`src/rtl/assert_macros.svh`:
```
// Assertion macros shared by the key matrix scanner RTL.
// Needs clk and rst_n in the scope where a macro is used.
`ifndef ASSERT_MACROS_SVH
`define ASSERT_MACROS_SVH

// antecedent holds -> consequent holds in the same cycle
`define KMSP_ASSERT_IMP(lbl, ante, cons) \
  lbl: assert property (@(posedge clk) disable iff (!rst_n) (ante) |-> (cons)) \
    else $error("kmsp assertion failed");

// antecedent holds -> consequent holds in the next cycle
`define KMSP_ASSERT_NXT(lbl, ante, cons) \
  lbl: assert property (@(posedge clk) disable iff (!rst_n) (ante) |=> (cons)) \
    else $error("kmsp assertion failed");

`endif

```
`src/rtl/kmsp_pkg.sv`:
```
// Package for the key matrix scanner: beat types, scan map, nav lookup,
// and the controller/datapath command and status structs. No dependencies.
package kmsp_pkg;

  localparam int KEY_COUNT = 56;
  localparam int KEY_COLS  = 14;
  localparam int ROW_INS   = 7;
  localparam int DEC_COLS  = 8;

  localparam logic [2:0] LAST_COL    = 3'd7;
  localparam logic [3:0] LAST_KCOL   = 4'd13;
  localparam logic [5:0] NO_KEY      = 6'h3F;
  localparam logic [6:0] ROW_MASK    = 7'h7F;

  localparam logic [2:0] NAV_NONE  = 3'd0;
  localparam logic [2:0] NAV_UP    = 3'd1;
  localparam logic [2:0] NAV_DOWN  = 3'd2;
  localparam logic [2:0] NAV_LEFT  = 3'd3;
  localparam logic [2:0] NAV_RIGHT = 3'd4;
  localparam logic [2:0] NAV_ENTER = 3'd5;

  typedef logic [KEY_COUNT-1:0] keys_t;

  typedef struct packed {
    logic [2:0] column;
    logic [6:0] row_levels;
  } in_beat_t;

  typedef struct packed {
    logic [1:0] key_row;
    logic [3:0] key_column;
    logic [5:0] key_index;
    logic [2:0] nav_code;
    logic       last_event;
  } out_beat_t;

  // controller -> datapath
  typedef struct packed {
    logic acc;    // OR the read into the frame
    logic close;  // close frame, load pending presses
    logic emit;   // load result for current index, clear its bit
    logic step;   // advance scan index
  } cmd_t;

  // datapath -> controller
  typedef struct packed {
    logic is_close;   // input beat is a column 7 read
    logic pend_empty; // no presses left to report
    logic cur_hit;    // current index has a pending press
    logic slot_free;  // output register can take a result
  } sts_t;

  // [decoder column][row input] -> key index
  localparam logic [5:0] SCAN_MAP [DEC_COLS][ROW_INS] = '{
    '{6'd0, 6'd14, 6'd28, 6'd42, 6'd8,  6'd9,  6'd10},
    '{6'd1, 6'd15, 6'd29, 6'd43, 6'd11, 6'd12, 6'd13},
    '{6'd2, 6'd16, 6'd30, 6'd44, 6'd22, 6'd23, 6'd24},
    '{6'd3, 6'd17, 6'd31, 6'd45, 6'd26, 6'd27, NO_KEY},
    '{6'd4, 6'd18, 6'd32, 6'd46, 6'd36, 6'd37, 6'd38},
    '{6'd5, 6'd19, 6'd33, 6'd47, 6'd40, 6'd41, NO_KEY},
    '{6'd6, 6'd20, 6'd34, 6'd48, 6'd50, 6'd51, 6'd52},
    '{6'd7, 6'd21, 6'd35, 6'd49, 6'd54, NO_KEY, NO_KEY}
  };

  function automatic keys_t map_keys(input logic [2:0] col, input logic [6:0] levels);
    keys_t      res;
    logic [6:0] act;
    logic [5:0] k;
    res = '0;
    act = ~levels & ROW_MASK;
    for (int b = 0; b < ROW_INS; b++) begin
      k = SCAN_MAP[col][b];
      if (act[b] && (k != NO_KEY)) begin
        res[k] = 1'b1;
      end
    end
    return res;
  endfunction

  function automatic logic [2:0] nav_of(input logic [5:0] idx);
    logic [2:0] nav;
    unique case (idx)
      6'd39:   nav = NAV_UP;
      6'd53:   nav = NAV_DOWN;
      6'd52:   nav = NAV_LEFT;
      6'd54:   nav = NAV_RIGHT;
      6'd41:   nav = NAV_ENTER;
      default: nav = NAV_NONE;
    endcase
    return nav;
  endfunction

endpackage

```
`src/rtl/kmsp_ctrl.sv`:
```
// Controller FSM for the key matrix scanner: collects reads, then walks
// the pending press vector. Uses kmsp_pkg for command/status structs.
module kmsp_ctrl (
  input  logic           clk,
  input  logic           rst_n,
  input  logic           in_valid,
  output logic           in_ready,
  input  kmsp_pkg::sts_t sts,
  output kmsp_pkg::cmd_t cmd
);

  localparam logic ST_IDLE = 1'b0;
  localparam logic ST_SCAN = 1'b1;

  logic state_r;
  logic state_nxt;

  always_comb begin
    state_nxt = state_r;
    cmd       = '0;
    in_ready  = 1'b0;
    unique case (state_r)
      ST_IDLE: begin
        in_ready = 1'b1;
        if (in_valid) begin
          cmd.acc = 1'b1;
          if (sts.is_close) begin
            cmd.close = 1'b1;
            state_nxt = ST_SCAN;
          end
        end
      end
      ST_SCAN: begin
        if (sts.pend_empty) begin
          state_nxt = ST_IDLE;
        end else if (sts.cur_hit) begin
          if (sts.slot_free) begin
            cmd.emit = 1'b1;
            cmd.step = 1'b1;
          end
        end else begin
          cmd.step = 1'b1;
        end
      end
      default: state_nxt = ST_IDLE;
    endcase
  end

  always_ff @(posedge clk) begin
    if (!rst_n) begin
      state_r <= ST_IDLE;
    end else begin
      state_r <= state_nxt;
    end
  end

endmodule

```
`src/rtl/kmsp_dp.sv`:
```
// Datapath for the key matrix scanner: frame/previous key registers, scan
// index counters and the output register. Uses kmsp_pkg.
module kmsp_dp (
  input  logic                clk,
  input  logic                rst_n,
  input  kmsp_pkg::in_beat_t  in_data,
  input  kmsp_pkg::cmd_t      cmd,
  output kmsp_pkg::sts_t      sts,
  output logic                out_valid,
  input  logic                out_ready,
  output kmsp_pkg::out_beat_t out_data
);

  kmsp_pkg::keys_t     frame_r, frame_nxt;
  kmsp_pkg::keys_t     prev_r;
  kmsp_pkg::keys_t     pend_r;
  kmsp_pkg::keys_t     pend_clr;
  kmsp_pkg::keys_t     mapped;
  logic [5:0]          idx_r;
  logic [1:0]          krow_r;
  logic [3:0]          kcol_r;
  logic                out_valid_r;
  kmsp_pkg::out_beat_t out_r;

  assign mapped    = kmsp_pkg::map_keys(in_data.column, in_data.row_levels);
  assign frame_nxt = frame_r | mapped;

  always_comb begin
    pend_clr        = pend_r;
    pend_clr[idx_r] = 1'b0;
  end

  assign sts.is_close   = (in_data.column == kmsp_pkg::LAST_COL);
  assign sts.pend_empty = (pend_r == '0);
  assign sts.cur_hit    = pend_r[idx_r];
  assign sts.slot_free  = !out_valid_r || out_ready;

  always_ff @(posedge clk) begin
    if (!rst_n) begin
      frame_r     <= '0;
      prev_r      <= '0;
      pend_r      <= '0;
      idx_r       <= '0;
      krow_r      <= '0;
      kcol_r      <= '0;
      out_valid_r <= 1'b0;
    end else begin
      if (cmd.acc) begin
        if (cmd.close) begin
          frame_r <= '0;
          prev_r  <= frame_nxt;
          pend_r  <= frame_nxt & ~prev_r;
          idx_r   <= '0;
          krow_r  <= '0;
          kcol_r  <= '0;
        end else begin
          frame_r <= frame_nxt;
        end
      end
      if (cmd.emit) begin
        pend_r <= pend_clr;
      end
      if (cmd.step) begin
        idx_r <= idx_r + 6'd1;
        if (kcol_r == kmsp_pkg::LAST_KCOL) begin
          kcol_r <= '0;
          krow_r <= krow_r + 2'd1;
        end else begin
          kcol_r <= kcol_r + 4'd1;
        end
      end
      if (cmd.emit) begin
        out_valid_r <= 1'b1;
      end else if (out_ready) begin
        out_valid_r <= 1'b0;
      end
    end
  end

  always_ff @(posedge clk) begin
    if (cmd.emit) begin
      out_r.key_row    <= krow_r;
      out_r.key_column <= kcol_r;
      out_r.key_index  <= idx_r;
      out_r.nav_code   <= kmsp_pkg::nav_of(idx_r);
      out_r.last_event <= (pend_clr == '0);
    end
  end

  assign out_valid = out_valid_r;
  assign out_data  = out_r;

endmodule

```
`src/rtl/key_matrix_scan_press_events_core.sv`:
```
// Top level of the key matrix scanner: reports newly pressed keys per frame.
// Instantiates kmsp_ctrl and kmsp_dp; uses kmsp_pkg and assert_macros.svh.
//
//   channel | ports                          | beat
//   input   | in_valid, in_ready, in_data    | kmsp_pkg::in_beat_t (column, row_levels)
//   result  | out_valid, out_ready, out_data | kmsp_pkg::out_beat_t (one press event)
//
// A column 0..6 read is ORed into the frame. A column 7 read closes the frame and
// is followed by a walk of the key indexes, one index per cycle up to the highest
// newly pressed key and then a return to idle (with no walk when nothing is new),
// except while a result is stalled on out_ready.
// Input is not taken during the walk. Reset (rst_n low, synchronous) clears
// the frame, previous frame and output valid.
`include "assert_macros.svh"

module key_matrix_scan_press_events_core (
  input  logic                clk,
  input  logic                rst_n,
  input  logic                in_valid,
  output logic                in_ready,
  input  kmsp_pkg::in_beat_t  in_data,
  output logic                out_valid,
  input  logic                out_ready,
  output kmsp_pkg::out_beat_t out_data
);

  kmsp_pkg::cmd_t cmd;
  kmsp_pkg::sts_t sts;

  kmsp_ctrl u_ctrl (
    .clk      (clk),
    .rst_n    (rst_n),
    .in_valid (in_valid),
    .in_ready (in_ready),
    .sts      (sts),
    .cmd      (cmd)
  );

  kmsp_dp u_dp (
    .clk       (clk),
    .rst_n     (rst_n),
    .in_data   (in_data),
    .cmd       (cmd),
    .sts       (sts),
    .out_valid (out_valid),
    .out_ready (out_ready),
    .out_data  (out_data)
  );

  `KMSP_ASSERT_NXT(a_close_blocks_input, in_valid && in_ready && sts.is_close, !in_ready)
  `KMSP_ASSERT_IMP(a_emit_only_on_hit, cmd.emit, sts.cur_hit && sts.slot_free && !in_ready)
  `KMSP_ASSERT_NXT(a_emit_shows_result, cmd.emit, out_valid)
  `KMSP_ASSERT_IMP(a_acc_only_idle, cmd.acc, in_ready && in_valid)

endmodule

```
`config.mk`:
```
export PLATFORM = sky130hd
export DESIGN_NAME = key_matrix_scan_press_events_core
export DESIGN_NICKNAME = d
export VERILOG_FILES = /design/src/rtl/kmsp_pkg.sv /design/src/rtl/kmsp_ctrl.sv /design/src/rtl/kmsp_dp.sv /design/src/rtl/key_matrix_scan_press_events_core.sv
export VERILOG_INCLUDE_DIRS = /design/src /design/src/rtl
export SDC_FILE = /design/constraint.sdc
export NUM_CORES = 1
export LEC_CHECK = 0
export ABC_AREA = 1
export BUFFER_PORTS_ARGS = -buffer_cell sky130_fd_sc_hd__clkbuf_2
export CAP_MARGIN = 40
export CORE_ASPECT_RATIO = 1.2
export CORE_MARGIN = 2
export CORE_UTILIZATION = 60
export CTS_CLUSTER_SIZE = 25
export DETAILED_ROUTE_END_ITERATION = 16
export HOLD_SLACK_MARGIN = 0.15
export PLACE_DENSITY_LB_ADDON = 0.08
export SKIP_LAST_GASP = 1
export SYNTH_ARGS = -nofsm -noshare
export SYNTH_HDL_FRONTEND = slang
export SYNTH_SLANG_ARGS = --single-unit
```
`constraint.sdc`:
```
create_clock -name clk -period 2.95 [get_ports clk]
set_input_delay 0.59 -clock clk [delete_from_list [all_inputs] [get_ports clk]]
set_output_delay 0.59 -clock clk [all_outputs]
set_load 0.005 [all_outputs]
```
# After elaboration in Yosys (flattened, before gate mapping)
# Memory sizes are Yosys's and may differ from the RTL's.
# Cells that the tools add are included.
dict set report totals {
  register_bits 198
  romBits 336
  in_bits 14
  memories 1
}
# memory words word_bits read_ports rd_clocked_by_memory_dff write_ports line_no
set memory_table {}
lappend memory_table {{(name not given)} 8 42 1 0 0 kmsp_pkg.sv:72} ;# k = SCAN_MAP[col][b];
dict set report classes {
  n_addsub 3
  order_cmp 17
  eq_ne 14
  mux 57
  bitwise 14
  n_reduce_logical 27
}
# operator n
set ops {}
lappend ops {{56-bit 2-to-1 mux} 11}
lappend ops {{56-bit bitwise OR} 7}
lappend ops {{56-bit bitwise AND} 2}
lappend ops {{56-bit logical NOT} 2}
lappend ops {{56-bit inverter} 2}
lappend ops {{42-bit 2-to-1 mux} 2}
lappend ops {{6-bit by 7-bit < comparator with 1-bit output (second input constant)} 8}
lappend ops {{1-bit demux with 6-bit select} 8}
lappend ops {{6-bit by 1-bit greater-or-equal comparator with 1-bit output (second input constant)} 8}
lappend ops {{6-bit inequality test (second input constant)} 7}
lappend ops {{6-bit equality test (second input constant)} 5}
lappend ops {{2-bit 2-to-1 mux} 9}
lappend ops {{6-bit 2-to-1 mux} 3}
lappend ops {{1-bit 2-to-1 mux} 17}
lappend ops {{4-bit 2-to-1 mux} 4}
lappend ops {{1-bit logical AND} 15}
lappend ops {{3-bit case mux with 5 select lines} 1}
lappend ops {{2-bit nonzero test} 5}
lappend ops {{7-bit inverter} 1}
lappend ops {{6-bit by 1-bit adder with 6-bit output (second input constant)} 1}
lappend ops {{1-bit binary-select mux with 6-bit select} 1}
lappend ops {{2-bit AND reduction} 3}
lappend ops {{4-bit by 1-bit adder with 4-bit output (second input constant)} 1}
lappend ops {{4-bit equality test (second input constant)} 1}
lappend ops {{other kinds (8)} 8}

# Logic depth before layout (Yosys ltp)
dict set report logic_depth {
  word_depth 26
  mapped_depth 18
  mapped_depth_nobuf 15
}

# Modules after synthesis
# Synthesis repeated with hierarchy kept, for this count alone.
dict set report hier_totals {
  cells_unflattened 1593
  hier_area_um2 10710.3
}
# mod n_inst cells_per_inst area_per_inst_um2
set modules_own_cells {}
lappend modules_own_cells {kmsp_dp 1 1579 10626.4}
lappend modules_own_cells {kmsp_ctrl 1 14 83.8}

# Worst setup path before layout
# No wires, ideal clock.
dict set report synth_path {
  path_kind {input -> register}
  start {input in_data[8] (netlist name)}
  end {register u_dp.pend_r[52]}
  setup_ns 0.070
  arrival_ns 2.373
  path_slack_ns 0.507
  stages 14
  n_path_buf 1
  path_cell_list {inv_1 > ha_1 > clkbuf_1 > nand2_1 > inv_1 > nor2_1 > nand2_1 > nor2_1 > a21oi_1 > o211ai_1 > nand3_1 > nand2_1 > nand2_1 > a21oi_1}
}
dict set report synth_between {
  elab_chain_len 26
  word_cells_on_any_way 77
}
# item line_no
set synth_rtl {}
lappend synth_rtl {{start: declaration} key_matrix_scan_press_events_core.sv:21} ;# input kmsp_pkg::in_beat_t in_data,
lappend synth_rtl {{3-bit inverter with 4-bit output (not written as such)} kmsp_pkg.sv:72}
lappend synth_rtl {{memory 8 x 42 bit} -}
lappend synth_rtl {{42-bit 2-to-1 mux (not written as such) (2 in a row)} kmsp_pkg.sv:72}
lappend synth_rtl {{6-bit by 7-bit < comparator with 1-bit output (not written as such) or 6-bit by 1-bit greater-or-equal comparator with 1-bit output (tied branches)} kmsp_pkg.sv:74} ;# res[k] = 1'b1;
lappend synth_rtl {{1-bit logical AND (not written as such)} kmsp_pkg.sv:74}
lappend synth_rtl {{1-bit 2-to-1 mux (not written as such)} kmsp_pkg.sv:74}
lappend synth_rtl {{1-bit demux with 6-bit select} -}
lappend synth_rtl {{56-bit 2-to-1 mux} kmsp_pkg.sv:73} ;# if (act[b] && (k != NO_KEY)) begin
lappend synth_rtl {{(+9 left out)} -}
lappend synth_rtl {{56-bit 2-to-1 mux} kmsp_pkg.sv:73}
lappend synth_rtl {{56-bit bitwise OR (no line)} -}
lappend synth_rtl {{56-bit 2-to-1 mux} kmsp_pkg.sv:73}
lappend synth_rtl {{56-bit bitwise OR} kmsp_dp.sv:26} ;# assign frame_nxt = frame_r | mapped;
lappend synth_rtl {{56-bit bitwise AND} kmsp_dp.sv:52} ;# pend_r <= frame_nxt & ~prev_r;
lappend synth_rtl {{56-bit 2-to-1 mux} kmsp_dp.sv:49} ;# if (cmd.close) begin
lappend synth_rtl {{56-bit 2-to-1 mux} kmsp_dp.sv:48} ;# if (cmd.acc) begin
lappend synth_rtl {{56-bit 2-to-1 mux} kmsp_dp.sv:60} ;# if (cmd.emit) begin
lappend synth_rtl {{end signal: assignment} kmsp_dp.sv:52}
lappend synth_rtl {{end signal: assignment} kmsp_dp.sv:61} ;# pend_r <= pend_clr;
lappend synth_rtl {{end: declaration} kmsp_dp.sv:16} ;# kmsp_pkg::keys_t pend_r;
# Parallel ways exist; a longest one is shown, timed or not. The select of a mux whose other input is x is not followed.
# A chain may end at the register's enable or synchronous reset.

# Final worst setup path
dict set report layout_path {
  start {register u_dp.idx_r[0]}
  end {register u_dp.pend_r[7]}
}
dict set report layout_between {
  elab_chain_len 7
  word_cells_on_any_way 16
}
# item line_no
set layout_rtl {}
lappend layout_rtl {{start: declaration} kmsp_dp.sv:19} ;# logic [5:0] idx_r;
lappend layout_rtl {{start signal: assignment} kmsp_dp.sv:64} ;# idx_r <= idx_r + 6'd1;
lappend layout_rtl {{1-bit binary-select mux with 6-bit select, or another cell as far along} kmsp_dp.sv:35} ;# assign sts.cur_hit = pend_r[idx_r];
lappend layout_rtl {{1-bit 2-to-1 mux (not written as such) or 1-bit logical AND (tied branches)} {kmsp_dp.sv:35, kmsp_dp.sv:30}}
lappend layout_rtl {{1-bit 2-to-1 mux, on equally long branches} {kmsp_ctrl.sv:36, kmsp_dp.sv:30}}
lappend layout_rtl {{2-bit 2-to-1 mux or 1-bit demux with 6-bit select (tied branches)} -}
lappend layout_rtl {{2-bit 2-to-1 mux or 56-bit inverter (tied branches)} -}
lappend layout_rtl {{2-bit nonzero test (no line) or 56-bit bitwise AND (tied branches)} -}
lappend layout_rtl {{2-bit AND reduction (no line) or 56-bit 2-to-1 mux (tied branches)} -}
# Parallel ways exist; a longest one is shown, timed or not. The select of a mux whose other input is x is not followed.

==> metrics <==
fin crit share=92.7%; Mean Syn Cell Area=6.47 sq um; share of flip-flops with an asynchronous set or reset=0%; H-tree depth=4; leading area contributor after synthesis=dfxtp_1; total power=5670 uW; RSZ-0062 raised after global routing=false; Post-Syn Nets=1759; Post-CTS Resized=0; GRT Overall Usage=40.1%; Worst EP arrival=3030 ps; CTS hold repair buffers=0; crit path time final=2740 ps; GR Util met3=6.20%; max cap viols=0; GR peak layer=met2; clock transition at the registers of the reported paths=70 ps; vias after detailed routing=12200; FP Rows=54; final setup margin=214 ps; relative slew slack=47.9%; Synthesis Warnings=0; slowest CP cell=inv_2; Post-synth EDFFs=16; Post-Place Cells=1982; Startpoint Class=flop; ant diodes=0; initial antenna violation count=0; Hold Fails Final Rpt=0; sequential area share after synthesis=36.9%; Setup Skew=14.5 ps; GPL Wtd Cong=1.08; fmax=0.366 GHz; Area growth syn-to-layout=12.5%; filler instances=1653; Req. time, crit path=3240 ps; LEAKAGE=0.00545 uW; top-count cell post-synth=nand2_1; met1 Use GR=49.5%; Routed Antenna Nets=0; worst path bufs/invs=2; Total Wirelength=39100 microns; grt met2 use=64.4%; Max clock buf depth=2; post-synthesis cell type count=39; Cells after Synth=1726; first-pass GRT wire length=61800 microns; cell repeated most along the worst path=nand2_1; DR iter-0 viols=1668; worst vdd ir=0.428 mV; layout net count=1810; Post-Syn Area=0.0112 sq mm; crit path max fanout=102; Setup crit end kind=flop; via/cell ratio=6.05; Hold WS=378 ps; setup_tns=0 ps; Avg WL per Cell=19.4 microns; # Post-CTS Setup Buffers=0; Slew Viols, Final=0; TritonCTS clock tree=yes; main area contributors after synthesis=dfxtp_1 33%, nand2_1 14%, inv_1 9.1%; Synth top area share=32.6%; critical path type=flop to flop; Root Driver=clkbuf_16; PortBufs=31; layout cell share with drive strength beyond 1=8.99%; Seq cells post-synth=198; chip height=153 microns; Critical Path Max Stage Delay=440 ps; core region area=0.0182 sq mm; worst slack at placement=55.4 ps; initial core utilization=61.2%; total global routing overflow=0; die area=0.0197 sq mm; Hold Crit Class=primary input to flop; Die X=129 microns; slew at the pin closest to its max-slew limit=781 ps; most frequent cells after synthesis=402 x nand2_1, 272 x inv_1, 187 x nand3_1, 182 x dfxtp_1, 155 x nor2_1; largest net degree at the start of global routing=103; clk_lat worst skew=450 ps; vias in the first global route=11600; CTS sink cnt=198; PwrDens=451 mW/mm^2; Final HPWL DP=28900 microns; Boundary Pins=32; Final setup viols=0; status=complete, no violations; TritonCTS Buffers=17; Synth Flop Type=dfxtp_1; critical path's top delay family=simple AND/OR/NAND/NOR gates; final std cells w/o fill=2014; crit path cell chain=inv_2 > nand2_1 > nand3b_1 > nand4_1 > nand2_1 > nand2_1 > nor2_1 > nand2_1 > nand2_4 > buf_12 > nand2_1 > nand2_1 > a21oi_1; DRC Markers=0; drt pass-1 iters=6
## cells in the final DEF, fill, tap and decap left out, types with 3 or more instances in the layout
cell / n
nand2_1: 402
inv_1: 272
nand3_1: 187
dfxtp_1: 182
nor2_1: 152
a21oi_1: 137
buf_4: 80
o21ai_0: 77
o22ai_1: 40
nand4_1: 32
clkbuf_2: 31
o211ai_1: 22
nor3_1: 21
nand3b_1: 19
ha_1: 19
clkbuf_16: 17
edfxtp_1: 16
a211oi_1: 15
a31oi_1: 9
clkinv_8: 9
buf_12: 6
inv_2: 4
nor4_1: 4
a21boi_0: 4
xor2_1: 4
nor2_4: 3
o31ai_1: 3
inv_6: 3
## stage by stage
step	cell area, sq um	util, %
after floorplan	11200	-
after global placement	12000	65.5
after detailed placement	12000	65.5
after CTS	12600	68.9
after global routing	12600	68.9
final	12600	68.9
## worst reg2reg max path, stage by stage (launching register included)
cell,delay [ps]
dfxtp_1,340
inv_2,440
nand2_1,120
nand3b_1,110
nand4_1,80
nand2_1,140
nand2_1,70
nor2_1,140
nand2_1,150
nand2_4,200
buf_12,380
nand2_1,260
nand2_1,110
a21oi_1,60
## layout make-up
type	count	area, sq um	area share, %
clock buffer	17	425	3.38
clock inverter	15	194	1.54
inverter	277	1040	8.27
multi-input combinational	1166	5630	44.8
sequential	198	4120	32.8
tap	224	280	2.23
timing repair buffer	117	876	6.97
## flip-flops by register name (all words and copies together), names as in the netlist, 2 cells and up
register / flops
u_dp.pend_r: 56
u_dp.krow_r: 2
u_dp.kcol_r: 4
u_dp.out_data: 16
u_dp.idx_r: 6
u_dp.frame_r: 56
u_dp.prev_r: 56
## layer usage
layer | part of all wire (%) | up-vias
met5 | 0 | -
met4 | 7.7 | 0
met3 | 7.9 | 176
met2 | 46 | 730
met1 | 38 | 5579
li1 | - | 5707
## power by group
part	switching, uW	internal [uW]	total, uW
logic	396	162	559
registers	14.5	2730	2740
clock network	1220	1150	2370
total	1630	4040	5670
## worst paths after layout
path / slack, ps / to / from / cells after the start
max: 210 / u_dp.pend_r[7]$_SDFFE_PN0P_ / u_dp.idx_r[0]$_SDFFE_PN0P_ / 13
min: 380 / u_dp.krow_r[0]$_SDFF_PN0_ / rst_n / 3
max reg2reg: 210 / u_dp.pend_r[7]$_SDFFE_PN0P_ / u_dp.idx_r[0]$_SDFFE_PN0P_ / 13
min reg2reg: 440 / u_dp.out_data[14]$_DFFE_PP_ / u_dp.krow_r[0]$_SDFF_PN0_ / 0
## cell families after synthesis
family | Yosys count | synth area share (%)
xor+xnor | 5 | 0.392
fa+ha+maj | 19 | 2.13
buf+inv | 362 | 12.9
flops | 198 | 36.9
compound gates | 316 | 15.9
simple gates | 826 | 31.8
No activity file was read; power rests on OpenSTA's default activity.
